==> src/rtl/assert_macros.svh <==
// Assertion macros shared by the RTL files.
`ifndef ASSERT_MACROS_SVH
`define ASSERT_MACROS_SVH

// Same-cycle implication, masked during reset.
`define ASSERT_IMPLIES(lbl, clk, rst, ante, cons, msg) \
  lbl: assert property (@(posedge clk) disable iff (rst) (ante) |-> (cons)) else $error(msg);

// Next-cycle implication, masked during reset.
`define ASSERT_NEXT(lbl, clk, rst, ante, cons, msg) \
  lbl: assert property (@(posedge clk) disable iff (rst) (ante) |=> (cons)) else $error(msg);

`endif

==> src/rtl/fpgu_pkg.sv <==
// Package: widths, codes, reset values and interface structs of the game update unit.
package fpgu_pkg;

  localparam int MAX_POPULATION = 4096;
  localparam int ONE_Q16        = 65536;

  localparam int CW    = 13;            // counts and population size
  localparam int DW    = CW - 1;        // N-1
  localparam int RW    = 16;            // random fractions
  localparam int WW    = 17;            // selection strength, 1 - w, 1 - r
  localparam int PARW  = 16;            // b and c
  localparam int PAYW  = 30;            // payoff numerators and small products
  localparam int WPW   = 47;            // w * payoff
  localparam int PKW   = 29;            // uniform pick compares
  localparam int XW    = 60;            // multiplicand
  localparam int YW    = 17;            // multiplier
  localparam int DIGW  = 4;             // multiplier digit per cycle
  localparam int MUL_STEPS = (YW + DIGW - 1) / DIGW;
  localparam int STEPW = $clog2(MUL_STEPS);
  localparam int PW    = XW + YW + 1;   // product

  localparam int CIW = 3;               // config index width
  localparam int CDW = 17;              // config data width

  // config register indexes
  localparam logic [CIW-1:0] CFG_POPULATION_SIZE    = 3'd0;
  localparam logic [CIW-1:0] CFG_SELECTION_STRENGTH = 3'd1;
  localparam logic [CIW-1:0] CFG_BENEFIT            = 3'd2;
  localparam logic [CIW-1:0] CFG_COST_TERM          = 3'd3;
  localparam logic [CIW-1:0] CFG_UPDATE_RULE        = 3'd4;
  localparam logic [CIW-1:0] CFG_INITIAL_COUNT      = 3'd5;

  localparam logic [CW-1:0]   RST_POPULATION_SIZE    = 13'd100;
  localparam logic [WW-1:0]   RST_SELECTION_STRENGTH = 17'd6554;
  localparam logic [PARW-1:0] RST_BENEFIT            = 16'd256;
  localparam logic [PARW-1:0] RST_COST_TERM          = 16'd128;
  localparam logic            RST_UPDATE_RULE        = 1'b0;
  localparam logic [CW-1:0]   RST_INITIAL_COUNT      = 13'd50;

  localparam logic RULE_MORAN = 1'b0;
  localparam logic RULE_LOCAL = 1'b1;

  typedef enum logic [1:0] {
    CHG_NONE = 2'd0,
    CHG_INC  = 2'd1,
    CHG_DEC  = 2'd2
  } change_t;

  // product steps run on the shared multiplier
  typedef enum logic [3:0] {
    OP_BN,   // b * (N-i)
    OP_CD,   // c * (N-1)
    OP_WD,   // (1-w) * (N-1)
    OP_WPA,  // w * pi_a
    OP_WPB,  // w * pi_b
    OP_FA,   // fitness sum A
    OP_FB,   // fitness sum B
    OP_LFT,  // FB * r1
    OP_RGT,  // FA * (1-r1)
    OP_QE,   // |b+c| * (N-1)
    OP_LHS,  // q * r3
    OP_WG    // w * signed payoff gap
  } op_t;

  typedef enum logic [2:0] {
    ST_IDLE,
    ST_SETUP,
    ST_PICK,
    ST_MUL_START,
    ST_MUL_WAIT,
    ST_DECIDE
  } state_t;

  typedef struct packed {
    logic [CW-1:0]          population_size;
    logic [WW-1:0]          selection_strength;
    logic signed [PARW-1:0] benefit;
    logic signed [PARW-1:0] cost_term;
    logic                   update_rule;
  } cfg_t;

  typedef struct packed {
    logic accept;
    logic setup;
    logic pick;
    logic mul_start;
    op_t  op;
    logic out_load;
  } ctrl_cmd_t;

  typedef struct packed {
    logic mul_busy;
    logic mul_done;
    logic rule;
    logic out_free;
  } dp_status_t;

endpackage

==> src/rtl/fpgu_mul.sv <==
// Sequential signed-by-unsigned multiplier, one 4-bit digit per cycle.
module fpgu_mul (
  input  logic                             clk,
  input  logic                             rst,
  input  logic                             start,
  input  logic signed [fpgu_pkg::XW-1:0]   x,
  input  logic        [fpgu_pkg::YW-1:0]   y,
  output logic                             busy,
  output logic                             done,
  output logic signed [fpgu_pkg::PW-1:0]   prod
);

  logic signed [fpgu_pkg::PW-1:0]   xs;
  logic        [fpgu_pkg::YW-1:0]   ys;
  logic        [fpgu_pkg::STEPW-1:0] cnt;
  logic signed [fpgu_pkg::DIGW:0]   dig;
  logic signed [fpgu_pkg::PW-1:0]   partial;

  assign dig     = $signed({1'b0, ys[fpgu_pkg::DIGW-1:0]});
  assign partial = fpgu_pkg::PW'(xs * dig);

  always_ff @(posedge clk) begin
    if (rst) begin
      busy <= 1'b0;
      done <= 1'b0;
      cnt  <= '0;
    end else begin
      done <= 1'b0;
      if (start) begin
        busy <= 1'b1;
        cnt  <= '0;
      end else if (busy) begin
        cnt <= cnt + 1'b1;
        if (cnt == fpgu_pkg::STEPW'(fpgu_pkg::MUL_STEPS - 1)) begin
          busy <= 1'b0;
          done <= 1'b1;
        end
      end
    end
  end

  // operands and accumulator
  always_ff @(posedge clk) begin
    if (start) begin
      xs   <= fpgu_pkg::PW'(x);
      ys   <= y;
      prod <= '0;
    end else if (busy) begin
      prod <= prod + partial;
      xs   <= xs <<< fpgu_pkg::DIGW;
      ys   <= ys >> fpgu_pkg::DIGW;
    end
  end

endmodule

==> src/rtl/fpgu_dp.sv <==
// Datapath: count state, payoff and fitness products, compares and result register.
`include "assert_macros.svh"

module fpgu_dp (
  input  logic                          clk,
  input  logic                          rst,
  input  fpgu_pkg::cfg_t                cfg,
  input  logic                          init_load,
  input  logic [fpgu_pkg::CW-1:0]       init_value,
  input  logic [fpgu_pkg::RW-1:0]       rand_first,
  input  logic [fpgu_pkg::RW-1:0]       rand_second,
  input  logic [fpgu_pkg::RW-1:0]       rand_third,
  input  fpgu_pkg::ctrl_cmd_t           cmd,
  output fpgu_pkg::dp_status_t          status,
  output logic                          out_valid,
  input  logic                          out_ready,
  output logic [fpgu_pkg::CW-1:0]       count_a,
  output fpgu_pkg::change_t             change
);

  logic [fpgu_pkg::CW-1:0] a_count;
  logic [fpgu_pkg::RW-1:0] r1, r2, r3;
  logic [fpgu_pkg::CW-1:0] n, i, ni;
  logic [fpgu_pkg::DW-1:0] d;
  logic [fpgu_pkg::WW-1:0] w;
  logic first_u, second_a, second_b;

  logic signed [fpgu_pkg::PAYW-1:0] bn, cd, scale;
  logic signed [fpgu_pkg::WPW-1:0]  wpa, wpb;
  logic signed [fpgu_pkg::XW-1:0]   fa, fb;
  logic signed [fpgu_pkg::PW-1:0]   lft, rgt;

  // setup values
  logic [fpgu_pkg::CW-1:0] n_cl, i_cl;
  logic [fpgu_pkg::WW-1:0] w_cl;

  // pick compares
  logic [fpgu_pkg::PKW-1:0] rn1, rn2, i_sh;

  // operand selection
  logic signed [fpgu_pkg::PARW:0]   e;
  logic [fpgu_pkg::WW-1:0]          ae;
  logic signed [fpgu_pkg::PAYW-1:0] pa, pb, gap, diff, g;
  logic signed [fpgu_pkg::XW-1:0]   mx;
  logic [fpgu_pkg::YW-1:0]          my;

  logic                           mul_busy, mul_done;
  logic signed [fpgu_pkg::PW-1:0] mul_prod;

  // decision
  logic              less, first;
  fpgu_pkg::change_t chg_raw, chg;
  logic [fpgu_pkg::CW-1:0] count_new;

  always_comb begin
    if (cfg.population_size < fpgu_pkg::CW'(2))
      n_cl = fpgu_pkg::CW'(2);
    else if (cfg.population_size > fpgu_pkg::CW'(fpgu_pkg::MAX_POPULATION))
      n_cl = fpgu_pkg::CW'(fpgu_pkg::MAX_POPULATION);
    else
      n_cl = cfg.population_size;
    i_cl = (a_count > n_cl) ? n_cl : a_count;
    w_cl = (cfg.selection_strength > fpgu_pkg::WW'(fpgu_pkg::ONE_Q16)) ?
           fpgu_pkg::WW'(fpgu_pkg::ONE_Q16) : cfg.selection_strength;
  end

  assign rn1  = fpgu_pkg::PKW'(r1) * fpgu_pkg::PKW'(n);
  assign rn2  = fpgu_pkg::PKW'(r2) * fpgu_pkg::PKW'(n);
  assign i_sh = fpgu_pkg::PKW'(i) << fpgu_pkg::RW;

  // b+c, |b+c| and the payoff gap (pi_other - pi_self) sign-adjusted by b+c
  assign e    = (fpgu_pkg::PARW+1)'(cfg.benefit) + (fpgu_pkg::PARW+1)'(cfg.cost_term);
  assign ae   = e[fpgu_pkg::PARW] ? fpgu_pkg::WW'(-e) : fpgu_pkg::WW'(e);
  assign pa   = cd + bn;
  assign pb   = bn - fpgu_pkg::PAYW'(cfg.benefit);
  assign gap  = cd + fpgu_pkg::PAYW'(cfg.benefit);   // pi_a - pi_b, times N-1
  assign diff = first_u ? -gap : gap;
  assign g    = e[fpgu_pkg::PARW] ? -diff : diff;

  always_comb begin
    mx = '0;
    my = '0;
    unique case (cmd.op)
      fpgu_pkg::OP_BN: begin
        mx = fpgu_pkg::XW'(cfg.benefit);
        my = fpgu_pkg::YW'(ni);
      end
      fpgu_pkg::OP_CD: begin
        mx = fpgu_pkg::XW'(cfg.cost_term);
        my = fpgu_pkg::YW'(d);
      end
      fpgu_pkg::OP_WD: begin
        mx = fpgu_pkg::XW'(fpgu_pkg::WW'(fpgu_pkg::ONE_Q16) - w);
        my = fpgu_pkg::YW'(d);
      end
      fpgu_pkg::OP_WPA: begin
        mx = fpgu_pkg::XW'(pa);
        my = fpgu_pkg::YW'(w);
      end
      fpgu_pkg::OP_WPB: begin
        mx = fpgu_pkg::XW'(pb);
        my = fpgu_pkg::YW'(w);
      end
      fpgu_pkg::OP_FA: begin
        mx = (fpgu_pkg::XW'(scale) <<< 8) + fpgu_pkg::XW'(wpa);
        my = fpgu_pkg::YW'(i);
      end
      fpgu_pkg::OP_FB: begin
        mx = (fpgu_pkg::XW'(scale) <<< 8) + fpgu_pkg::XW'(wpb);
        my = fpgu_pkg::YW'(ni);
      end
      fpgu_pkg::OP_LFT: begin
        mx = fb;
        my = fpgu_pkg::YW'(r1);
      end
      fpgu_pkg::OP_RGT: begin
        mx = fa;
        my = fpgu_pkg::WW'(fpgu_pkg::ONE_Q16) - fpgu_pkg::WW'(r1);
      end
      fpgu_pkg::OP_QE: begin
        mx = fpgu_pkg::XW'(ae);
        my = fpgu_pkg::YW'(d);
      end
      fpgu_pkg::OP_LHS: begin
        mx = fpgu_pkg::XW'(scale);
        my = fpgu_pkg::YW'(r3);
      end
      fpgu_pkg::OP_WG: begin
        mx = fpgu_pkg::XW'(g);
        my = fpgu_pkg::YW'(w);
      end
      default: begin
        mx = '0;
        my = '0;
      end
    endcase
  end

  fpgu_mul u_mul (
    .clk   (clk),
    .rst   (rst),
    .start (cmd.mul_start),
    .x     (mx),
    .y     (my),
    .busy  (mul_busy),
    .done  (mul_done),
    .prod  (mul_prod)
  );

  // Moran: first pick is A when FB*r1 < FA*(1-r1).
  // Local: imitation when 2*r3*q < 65536*q + w*g, same register pair.
  assign less  = lft < rgt;
  assign first = (cfg.update_rule == fpgu_pkg::RULE_MORAN) ? less : first_u;

  always_comb begin
    chg_raw = fpgu_pkg::CHG_NONE;
    if (cfg.update_rule == fpgu_pkg::RULE_MORAN) begin
      if (first && second_b)       chg_raw = fpgu_pkg::CHG_INC;
      else if (!first && second_a) chg_raw = fpgu_pkg::CHG_DEC;
    end else begin
      if (first && second_b && less)       chg_raw = fpgu_pkg::CHG_DEC;
      else if (!first && second_a && less) chg_raw = fpgu_pkg::CHG_INC;
    end
    chg       = fpgu_pkg::CHG_NONE;
    count_new = i;
    if (chg_raw == fpgu_pkg::CHG_INC && i < n) begin
      chg       = fpgu_pkg::CHG_INC;
      count_new = i + 1'b1;
    end else if (chg_raw == fpgu_pkg::CHG_DEC && i != '0) begin
      chg       = fpgu_pkg::CHG_DEC;
      count_new = i - 1'b1;
    end
  end

  assign status.mul_busy = mul_busy;
  assign status.mul_done = mul_done;
  assign status.rule     = cfg.update_rule;
  assign status.out_free = !out_valid || out_ready;

  // control state: count and result valid
  always_ff @(posedge clk) begin
    if (rst) begin
      a_count   <= fpgu_pkg::RST_INITIAL_COUNT;
      out_valid <= 1'b0;
    end else begin
      if (init_load)
        a_count <= init_value;
      else if (cmd.out_load)
        a_count <= count_new;
      if (cmd.out_load)
        out_valid <= 1'b1;
      else if (out_ready)
        out_valid <= 1'b0;
    end
  end

  // payload registers
  always_ff @(posedge clk) begin
    if (cmd.accept) begin
      r1 <= rand_first;
      r2 <= rand_second;
      r3 <= rand_third;
    end
    if (cmd.setup) begin
      n  <= n_cl;
      i  <= i_cl;
      ni <= n_cl - i_cl;
      d  <= fpgu_pkg::DW'(n_cl - 1'b1);
      w  <= w_cl;
    end
    if (cmd.pick) begin
      first_u  <= rn1 < i_sh;
      second_a <= rn2 < i_sh;
      second_b <= rn2 > i_sh;
    end
    if (mul_done) begin
      unique case (cmd.op)
        fpgu_pkg::OP_BN:  bn    <= mul_prod[fpgu_pkg::PAYW-1:0];
        fpgu_pkg::OP_CD:  cd    <= mul_prod[fpgu_pkg::PAYW-1:0];
        fpgu_pkg::OP_WD:  scale <= mul_prod[fpgu_pkg::PAYW-1:0];
        fpgu_pkg::OP_WPA: wpa   <= mul_prod[fpgu_pkg::WPW-1:0];
        fpgu_pkg::OP_WPB: wpb   <= mul_prod[fpgu_pkg::WPW-1:0];
        fpgu_pkg::OP_FA:  fa    <= mul_prod[fpgu_pkg::XW-1:0];
        fpgu_pkg::OP_FB:  fb    <= mul_prod[fpgu_pkg::XW-1:0];
        fpgu_pkg::OP_LFT: lft   <= mul_prod;
        fpgu_pkg::OP_RGT: rgt   <= mul_prod;
        fpgu_pkg::OP_QE:  scale <= mul_prod[fpgu_pkg::PAYW-1:0];
        fpgu_pkg::OP_LHS: lft   <= mul_prod <<< 1;
        fpgu_pkg::OP_WG:  rgt   <= mul_prod + (fpgu_pkg::PW'(scale) <<< fpgu_pkg::RW);
        default: ;
      endcase
    end
    if (cmd.out_load) begin
      count_a <= count_new;
      change  <= chg;
    end
  end

  `ASSERT_IMPLIES(a_inc_room, clk, rst, cmd.out_load && chg == fpgu_pkg::CHG_INC, i < n, "increment at full population")
  `ASSERT_IMPLIES(a_dec_room, clk, rst, cmd.out_load && chg == fpgu_pkg::CHG_DEC, i != '0, "decrement at zero count")

endmodule

==> src/rtl/fpgu_ctrl.sv <==
// Controller: sequences setup, the product steps and the result write.
`include "assert_macros.svh"

module fpgu_ctrl (
  input  logic                  clk,
  input  logic                  rst,
  input  logic                  in_valid,
  output logic                  in_ready,
  output fpgu_pkg::ctrl_cmd_t   cmd,
  input  fpgu_pkg::dp_status_t  status
);

  fpgu_pkg::state_t state, state_next;
  fpgu_pkg::op_t    op, op_next;

  function automatic fpgu_pkg::op_t follow(input fpgu_pkg::op_t cur);
    fpgu_pkg::op_t nx;
    unique case (cur)
      fpgu_pkg::OP_BN:  nx = fpgu_pkg::OP_CD;
      fpgu_pkg::OP_CD:  nx = (status.rule == fpgu_pkg::RULE_MORAN) ?
                             fpgu_pkg::OP_WD : fpgu_pkg::OP_QE;
      fpgu_pkg::OP_WD:  nx = fpgu_pkg::OP_WPA;
      fpgu_pkg::OP_WPA: nx = fpgu_pkg::OP_WPB;
      fpgu_pkg::OP_WPB: nx = fpgu_pkg::OP_FA;
      fpgu_pkg::OP_FA:  nx = fpgu_pkg::OP_FB;
      fpgu_pkg::OP_FB:  nx = fpgu_pkg::OP_LFT;
      fpgu_pkg::OP_LFT: nx = fpgu_pkg::OP_RGT;
      fpgu_pkg::OP_QE:  nx = fpgu_pkg::OP_LHS;
      fpgu_pkg::OP_LHS: nx = fpgu_pkg::OP_WG;
      default:          nx = cur;
    endcase
    return nx;
  endfunction

  always_ff @(posedge clk) begin
    if (rst) begin
      state <= fpgu_pkg::ST_IDLE;
      op    <= fpgu_pkg::OP_BN;
    end else begin
      state <= state_next;
      op    <= op_next;
    end
  end

  always_comb begin
    state_next    = state;
    op_next       = op;
    in_ready      = 1'b0;
    cmd.accept    = 1'b0;
    cmd.setup     = 1'b0;
    cmd.pick      = 1'b0;
    cmd.mul_start = 1'b0;
    cmd.op        = op;
    cmd.out_load  = 1'b0;
    unique case (state)
      fpgu_pkg::ST_IDLE: begin
        // no requests taken while reset is held
        in_ready = !rst;
        if (in_valid && !rst) begin
          cmd.accept = 1'b1;
          state_next = fpgu_pkg::ST_SETUP;
        end
      end
      fpgu_pkg::ST_SETUP: begin
        cmd.setup  = 1'b1;
        state_next = fpgu_pkg::ST_PICK;
      end
      fpgu_pkg::ST_PICK: begin
        cmd.pick   = 1'b1;
        op_next    = (status.rule == fpgu_pkg::RULE_MORAN) ?
                     fpgu_pkg::OP_BN : fpgu_pkg::OP_CD;
        state_next = fpgu_pkg::ST_MUL_START;
      end
      fpgu_pkg::ST_MUL_START: begin
        cmd.mul_start = 1'b1;
        state_next    = fpgu_pkg::ST_MUL_WAIT;
      end
      fpgu_pkg::ST_MUL_WAIT: begin
        if (status.mul_done) begin
          if (op == fpgu_pkg::OP_RGT || op == fpgu_pkg::OP_WG) begin
            state_next = fpgu_pkg::ST_DECIDE;
          end else begin
            op_next    = follow(op);
            state_next = fpgu_pkg::ST_MUL_START;
          end
        end
      end
      fpgu_pkg::ST_DECIDE: begin
        if (status.out_free) begin
          cmd.out_load = 1'b1;
          state_next   = fpgu_pkg::ST_IDLE;
        end
      end
      default: state_next = fpgu_pkg::ST_IDLE;
    endcase
  end

  `ASSERT_IMPLIES(a_load_free, clk, rst, cmd.out_load, status.out_free, "result written over a waiting one")
  `ASSERT_IMPLIES(a_mul_idle, clk, rst, cmd.mul_start, !status.mul_busy, "multiplier restarted while busy")
  `ASSERT_NEXT(a_mul_runs, clk, rst, cmd.mul_start, status.mul_busy, "multiplier did not start")

endmodule

==> src/rtl/finite_population_game_update_unit.sv <==
// Top level: config registers, controller and datapath of the game update unit.
//
// Keeps the number of strategy-A individuals in a population of N and runs one
// stochastic update (Moran or local pairwise imitation) per input request.
// Input channel s_*: one request carries three Q0.16 random fractions.
// Output channel m_*: one result per request, the new count and the change code.
// Config channel cfg_*: index plus data, ready whenever out of reset; write only while idle.
// Writing initial_count also reloads the count at once.
// Products: all products run on one shared multiplier that takes one
// 4-bit digit of its multiplier per cycle; each product step starts it and waits for done.
// Moran mode uses 9 product steps, local mode uses 4.
// One request is worked on at a time; the next one is taken while the previous
// result still waits in the output register.
// Reset: config registers take their reset values, the count is 50, channels idle.
// A stalled receiver holds the result; a finished update then waits for the slot
// and new requests are held off until it is written.
module finite_population_game_update_unit (
  input  logic                        clk,
  input  logic                        rst,
  // input requests
  input  logic                        s_tvalid,
  output logic                        s_tready,
  input  logic [47:0]                 s_tdata,    // rand_first, rand_second, rand_third
  // results
  output logic                        m_tvalid,
  input  logic                        m_tready,
  output logic [15:0]                 m_tdata,    // count_a[12:0], change[14:13], zero pad
  // configuration writes
  input  logic                        cfg_valid,
  output logic                        cfg_ready,
  input  logic [fpgu_pkg::CIW-1:0]    cfg_index,
  input  logic [fpgu_pkg::CDW-1:0]    cfg_data
);

  fpgu_pkg::cfg_t        cfg;
  fpgu_pkg::ctrl_cmd_t   cmd;
  fpgu_pkg::dp_status_t  status;
  logic                  cfg_we, init_load;
  logic [fpgu_pkg::CW-1:0] count_a;
  fpgu_pkg::change_t     change;

  assign cfg_ready = !rst;
  assign cfg_we    = cfg_valid && cfg_ready;
  assign init_load = cfg_we && (cfg_index == fpgu_pkg::CFG_INITIAL_COUNT);

  // Config register file; unknown indexes are dropped.
  always_ff @(posedge clk) begin
    if (rst) begin
      cfg.population_size    <= fpgu_pkg::RST_POPULATION_SIZE;
      cfg.selection_strength <= fpgu_pkg::RST_SELECTION_STRENGTH;
      cfg.benefit            <= fpgu_pkg::RST_BENEFIT;
      cfg.cost_term          <= fpgu_pkg::RST_COST_TERM;
      cfg.update_rule        <= fpgu_pkg::RST_UPDATE_RULE;
    end else if (cfg_we) begin
      unique case (cfg_index)
        fpgu_pkg::CFG_POPULATION_SIZE:    cfg.population_size    <= cfg_data[fpgu_pkg::CW-1:0];
        fpgu_pkg::CFG_SELECTION_STRENGTH: cfg.selection_strength <= cfg_data[fpgu_pkg::WW-1:0];
        fpgu_pkg::CFG_BENEFIT:            cfg.benefit            <= cfg_data[fpgu_pkg::PARW-1:0];
        fpgu_pkg::CFG_COST_TERM:          cfg.cost_term          <= cfg_data[fpgu_pkg::PARW-1:0];
        fpgu_pkg::CFG_UPDATE_RULE:        cfg.update_rule        <= cfg_data[0];
        default: ;
      endcase
    end
  end

  fpgu_ctrl u_ctrl (
    .clk      (clk),
    .rst      (rst),
    .in_valid (s_tvalid),
    .in_ready (s_tready),
    .cmd      (cmd),
    .status   (status)
  );

  fpgu_dp u_dp (
    .clk         (clk),
    .rst         (rst),
    .cfg         (cfg),
    .init_load   (init_load),
    .init_value  (cfg_data[fpgu_pkg::CW-1:0]),
    .rand_first  (s_tdata[15:0]),
    .rand_second (s_tdata[31:16]),
    .rand_third  (s_tdata[47:32]),
    .cmd         (cmd),
    .status      (status),
    .out_valid   (m_tvalid),
    .out_ready   (m_tready),
    .count_a     (count_a),
    .change      (change)
  );

  assign m_tdata = {1'b0, change, count_a};

endmodule
==> config.mk <==
export PLATFORM = sky130hd
export DESIGN_NAME = finite_population_game_update_unit
export DESIGN_NICKNAME = d
export VERILOG_FILES = /design/src/rtl/fpgu_pkg.sv /design/src/rtl/fpgu_mul.sv /design/src/rtl/fpgu_dp.sv /design/src/rtl/fpgu_ctrl.sv /design/src/rtl/finite_population_game_update_unit.sv
export VERILOG_INCLUDE_DIRS = /design/src /design/src/rtl
export SDC_FILE = /design/constraint.sdc
export NUM_CORES = 2
export LEC_CHECK = 0
export ABC_AREA = 0
export CAP_MARGIN = 20
export CORE_AREA = 2 2 377 379
export CTS_CLUSTER_SIZE = 20
export DETAILED_ROUTE_END_ITERATION = 8
export DIE_AREA = 0 0 379 381
export DONT_BUFFER_PORTS = 1
export GPL_ROUTABILITY_DRIVEN = 0
export PLACE_DENSITY = 0.81
export SYNTH_ARGS = -nofsm -noshare
export SYNTH_HDL_FRONTEND = slang
export SYNTH_SLANG_ARGS = --single-unit
==> constraint.sdc <==
create_clock -name clk -period 15.15 [get_ports clk]
set_clock_uncertainty 0.05 [all_clocks]
set_input_delay 1.515 -clock clk [delete_from_list [all_inputs] [get_ports clk]]
set_output_delay 1.515 -clock clk [all_outputs]
set_load 0.005 [all_outputs]
After elaboration in Yosys (flattened, before gate mapping)
Index checks and enable logic that the tools add are counted.

Register bits: 856. Input port bits: 73. Logic and storage cells: 193.

$add $sub $neg: 18. Multipliers: 3. $lt $le $gt $ge: 9. Equality and inequality tests: 29. Multiplexer cells: 50. Bitwise operators: 1. Reductions and logical operators: 46.

Operators by type and width (count): $pmux W60 S12 (1); $pmux W78 S2 (2); $mux W78 (2); $pmux W17 S7 (1); $add A38 B47 Y48 (2); $mux W13 (7); $add A78 B46 Y78 (1); $add A78 B78 Y78 (1); $lt A78 B78 Y1 (1); $mul A78 B5 Y78 (1); $mux W30 (2); $neg A30 Y30 (2); $lt A29 B29 Y1 (2); $mul A16 B13 Y29 (2); $mux W17 (3); $pmux W4 S10 (1); $add A30 B16 Y30 (1); $add A30 B30 Y30 (1); $sub A30 B16 Y30 (1); $gt A29 B29 Y1 (1); $reduce_and A2 Y1 (14); $pmux W3 S6 (1); $sub A17 B17 Y18 const A (1); $add A16 B16 Y17 (1); 41 further kinds (104).

Depth between registers and ports, before layout
Word-level depth: 14. Gate-level depth with buffers: 39.

By module
A second synthesis with hierarchy kept.

Cell total of the unflattened synthesis: 8256. Area, all modules: 78499.0 um2.

Modules (own cells, without submodules): fpgu_dp (times used 1, cells each 5652, area each 55235.5 um2, sequential area each 18117.4 um2); fpgu_mul (times used 1, cells each 2235, area each 20161.8 um2, sequential area each 4514.3 um2); finite_population_game_update_unit (times used 1, cells each 295, area each 2499.9 um2, sequential area each 1261.2 um2); fpgu_ctrl (times used 1, cells each 74, area each 601.8 um2, sequential area each 140.1 um2).

Worst setup path before layout
Ideal clock, no wire load.

Path type: register to register. Start point: register u_dp.n[3] in the netlist's numbering. End point: register u_dp.second_b, data pin. Library setup time: 263 ps. Data arrival time: 7150 ps. Data required time: 14837 ps. Setup slack: 7687 ps. Stages on the path, launching flop included: 36. Period minus slack after synthesis: 7463 ps. Cell sequence: edfxtp_1 -> clkbuf_1 -> and2_1 -> fa_1 -> inv_1 -> fa_1 -> inv_1 -> ha_1 -> ha_1 -> inv_1 -> fa_1 -> inv_1 -> fa_1 -> a21o_1 -> a21oi_1 -> o21bai_1 -> a21oi_1 -> nor2_1 -> o21a_1 -> o31a_1 -> o21a_1 -> nor2_1 -> o21ba_2 -> o21bai_1 -> o41ai_1 -> o2111ai_1 -> a21oi_1 -> xnor2_1 -> ha_1 -> nand4b_1 -> nor4_1 -> o221ai_1 -> nor3_1 -> nand3_1 -> a21oi_1 -> a31oi_1.

Longest elaborated chain between the ends: 2.

Ends and longest elaborated chain: from (decl) (RTL line fpgu_dp.sv:23) `logic [fpgu_pkg::CW-1:0] n, i, ni;`; from (signal assigned) (RTL line fpgu_dp.sv:205) `n <= n_cl;`; $mul A16 B13 Y29 (RTL line fpgu_dp.sv:68) `assign rn2 = fpgu_pkg::PKW'(r2) * fpgu_pkg::PKW'(n);`; $gt A29 B29 Y1 (RTL line fpgu_dp.sv:214) `second_b <= rn2 > i_sh;`; to (signal assigned) (RTL line fpgu_dp.sv:214); to (decl) (RTL line fpgu_dp.sv:26) `logic first_u, second_a, second_b;`.

No other way between the ends. A chain may end at the register's enable or synchronous reset.

Worst setup path after layout
Start point: register u_dp.n[2] in the netlist's numbering. End point: register u_dp.second_b, data pin.

Same word-level chain as after synthesis.

==> flow_summary.json <==
{
  "numPortBuffers": 0,
  "cts.sinks": 856,
  "die_w_um": 379,
  "drtAntennaViolNets": 0,
  "grt_overflow": 0,
  "grt_use_total": 0.300,
  "clk_path_buf_depth": 3,
  "grt_pass1_wl_mm": 342,
  "power_leakage_nw": 35.9,
  "critPathArrivalTime_ns": 9.51,
  "min_period_ns": 9.08,
  "drv_slew": 0,
  "first_pass_iters": 9,
  "antenna_found_initial": 4,
  "synth_edf_count": 689,
  "setup_slack_ns": 6.07,
  "clk_pin_slew_worst_paths_ns": 0.08,
  "period_share": 0.599,
  "die-area_um2": 144000,
  "layout-drive-gt1-share": 0.0532,
  "routed_via_density": 6.26,
  "drc_errors": 4,
  "syn_nets": 9339,
  "yosysSeqAreaShare": 0.313,
  "post_drt_wl_per_cell_um": 22.0,
  "ys.warnings.count": 0,
  "holdWs_ns": 0.411,
  "pre_cts_ws_ns": 6.25,
  "cts_hold_buf": 0,
  "final_cells": 9884,
  "htreeDepth": 3,
  "outcome": "complete, but fails checks",
  "syn_area_um2": 76800,
  "cts_tree": "done",
  "worstSetupPathType": "reg2reg",
  "end_kind": "flip-flop",
  "design_area_um2": 82300,
  "crit_required_ns": 15.58,
  "first_global_vias": 62700,
  "worst_pin_slew_ns": 1.14,
  "cts-buffers-inserted": 95,
  "synth_seq_cells": 856,
  "synth_cell_types": 98,
  "hold_viol_final": 0,
  "start_util": 0.547,
  "fillers": 11400,
  "synthArstFlopShare": 0,
  "nets": 9208,
  "slew_headroom": 0.241,
  "timing.fmax_ghz": 0.110,
  "cp-start-kind": "flip-flop",
  "core_um2": 141000,
  "cp_max_fo": 32,
  "rows": 138,
  "cap_violations": 0,
  "clk_latency_ns": 0.74,
  "vias": 61800,
  "ys.flop_type": "edfxtp_1",
  "syn_area_per_cell_um2": 9.56,
  "postCtsSetupBuffers": 0,
  "setup_viol": 0,
  "dp_hpwl_mm": 157,
  "synth_cells": 8038,
  "cts_resized": 0,
  "ioPinCount": 92,
  "slowest_stage": "edfxtp_1",
  "syn_to_final_growth_pct": 7.09,
  "rsz0062_at_grt": "no",
  "dp_cells": 9697,
  "drt_iter0_markers": 7317,
  "hold_path.class": "reg2reg",
  "peakVddDrop_v": 0.000285,
  "powerDensity_nw_per_um2": 161,
  "grt_max_degree": 114,
  "violations": "design-rule violations",
  "placed_cell_area_um2": 78800,
  "max_stage_delay_ns": 0.83,
  "tns_ns": 0,
  "die_y_um": 381,
  "wl_mm": 218,
  "root_buffer": "clkbuf_16"
}
[layer usage]
layer  track usage  up-vias  part of all wire
li1              -    27500                 -
met1         0.384    30100              0.38
met2         0.481     3463              0.46
met3        0.0572      799              0.11
met4         0.164        0             0.060
met5             0        -                 0
[path summary, 6_finish.rpt]
kind | startpoint | cells after the start | slack, ns | end
setup / recovery | u_dp.n[2] | 34 | 6.07 | u_dp.second_b
setup reg to reg | u_dp.n[2] | 34 | 6.07 | u_dp.second_b
hold reg to reg | cfg[50] | 2 | 0.41 | cfg[50]
hold / removal | cfg[50] | 2 | 0.41 | cfg[50]
[cell usage in the layout, fill, tap and decap left out, drive strengths merged, types with 84 or more instances in the layout]
| master | n |
|---|---|
| dfxtp | 167 |
| ha | 689 |
| nor2b | 84 |
| a21o | 217 |
| a21oi | 504 |
| edfxtp | 689 |
| and2 | 503 |
| xor2 | 165 |
| o21ai | 341 |
| fa | 539 |
| inv | 1029 |
| buf | 93 |
| mux2i | 84 |
| clkbuf | 133 |
| nor3 | 90 |
| mux2 | 88 |
| nand3 | 126 |
| xnor2 | 277 |
| nand2 | 786 |
| nor2 | 349 |
[registers in the layout, summed over array words and instances, names as in the netlist, 13 cells and up]
signal	count
u_dp.r1	16
u_dp.cd	30
u_dp.fb	60
u_dp.a_count	13
u_dp.wpa	47
u_dp.lft	78
u_dp.scale	30
u_dp.ni	13
cfg	63
u_dp.u_mul.prod	78
u_dp.count_a	13
u_dp.n	13
u_dp.wpb	47
u_dp.r3	16
u_dp.w	17
u_dp.i	13
u_dp.u_mul.ys	17
u_dp.u_mul.xs	78
u_dp.bn	30
u_dp.fa	60
u_dp.r2	16
u_dp.rgt	78
[critical path: cells and delay by family, from the launching register on]
family          cells  cell delay [ns]
compound gates     15             3.18
xor+xnor            1             0.10
fa+ha+maj           7             2.93
buf+inv             4             0.23
flops               1             0.83
simple gates        7             1.48
[cell families (layout without fill, tap and decap cells)]
kind of cell | Yosys count | count (layout) | share of synthesized area
AOI/OAI and AO/OA | 1719 | 1719 | 0.146
xor gates and xnor gates | 442 | 442 | 0.0504
adders and majority gates | 1228 | 1228 | 0.253
buffers and inverters | 1348 | 1298 | 0.0665
DFF | 856 | 856 | 0.313
muxes | 172 | 172 | 0.0239
other | 1 | 7 | 0.0000488
and+or+nand+nor | 2272 | 2272 | 0.147
[cell usage after synthesis, types with 19 or more instances]
cell type | n | area (um2)
clkbuf_1 | 279 | 1050
and3_1 | 46 | 288
mux2i_1 | 83 | 831
o221ai_1 | 20 | 175
a211oi_1 | 46 | 345
a21o_1 | 217 | 1630
nand4_1 | 66 | 413
xor2_1 | 165 | 1450
fa_1 | 539 | 10800
a221oi_1 | 40 | 350
a21boi_0 | 19 | 143
nand2b_1 | 77 | 482
o21bai_1 | 59 | 443
inv_1 | 1023 | 3840
or3_1 | 27 | 169
nor2b_1 | 84 | 526
o31ai_1 | 28 | 210
a21oi_1 | 504 | 2520
nor2_1 | 349 | 1310
o21ai_0 | 335 | 1680
a222oi_1 | 63 | 631
nor4_1 | 31 | 194
nor3_1 | 89 | 445
and2_1 | 503 | 3150
dfxtp_1 | 167 | 3340
o21a_1 | 57 | 428
ha_1 | 689 | 8620
nand2_1 | 776 | 2910
buf_1 | 30 | 113
a31oi_1 | 50 | 313
mux2_2 | 88 | 991
nand3_1 | 125 | 626
edfxtp_1 | 689 | 20700
o211ai_1 | 29 | 218
xnor2_1 | 277 | 2430
a22oi_1 | 60 | 450
[through the flow]
| stage | util | total power [mW] |
|---|---|---|
| final | 0.586 | 13.2 |
| after global routing | 0.585 | 14.4 |
| after CTS | 0.585 | 13.2 |
| after detailed placement | 0.560 | 10.6 |
| after global placement | 0.560 | 10.2 |
| after floorplan | - | 8.73 |
[cell type report]
| cell class | instances | area (um2) | area share |
|---|---|---|---|
| antenna | 6 | 15.0 | 0.000182 |
| clock buffer | 133 | 2740 | 0.0333 |
| clock inverter | 45 | 699 | 0.00850 |
| inverter | 1026 | 3850 | 0.0468 |
| multi-input combinational | 5834 | 47800 | 0.581 |
| sequential | 856 | 24000 | 0.292 |
| tap | 1890 | 2360 | 0.0287 |
| timing repair buffer | 94 | 751 | 0.00912 |
[where the power goes]
part | total (mW) | switching, mW | internal, mW
Sequential | 3.18 | 0.346 | 2.83
Clock | 2.56 | 1.05 | 1.51
Combinational | 7.51 | 4.27 | 3.24
Note: power is estimated with default switching activity, not from simulation.
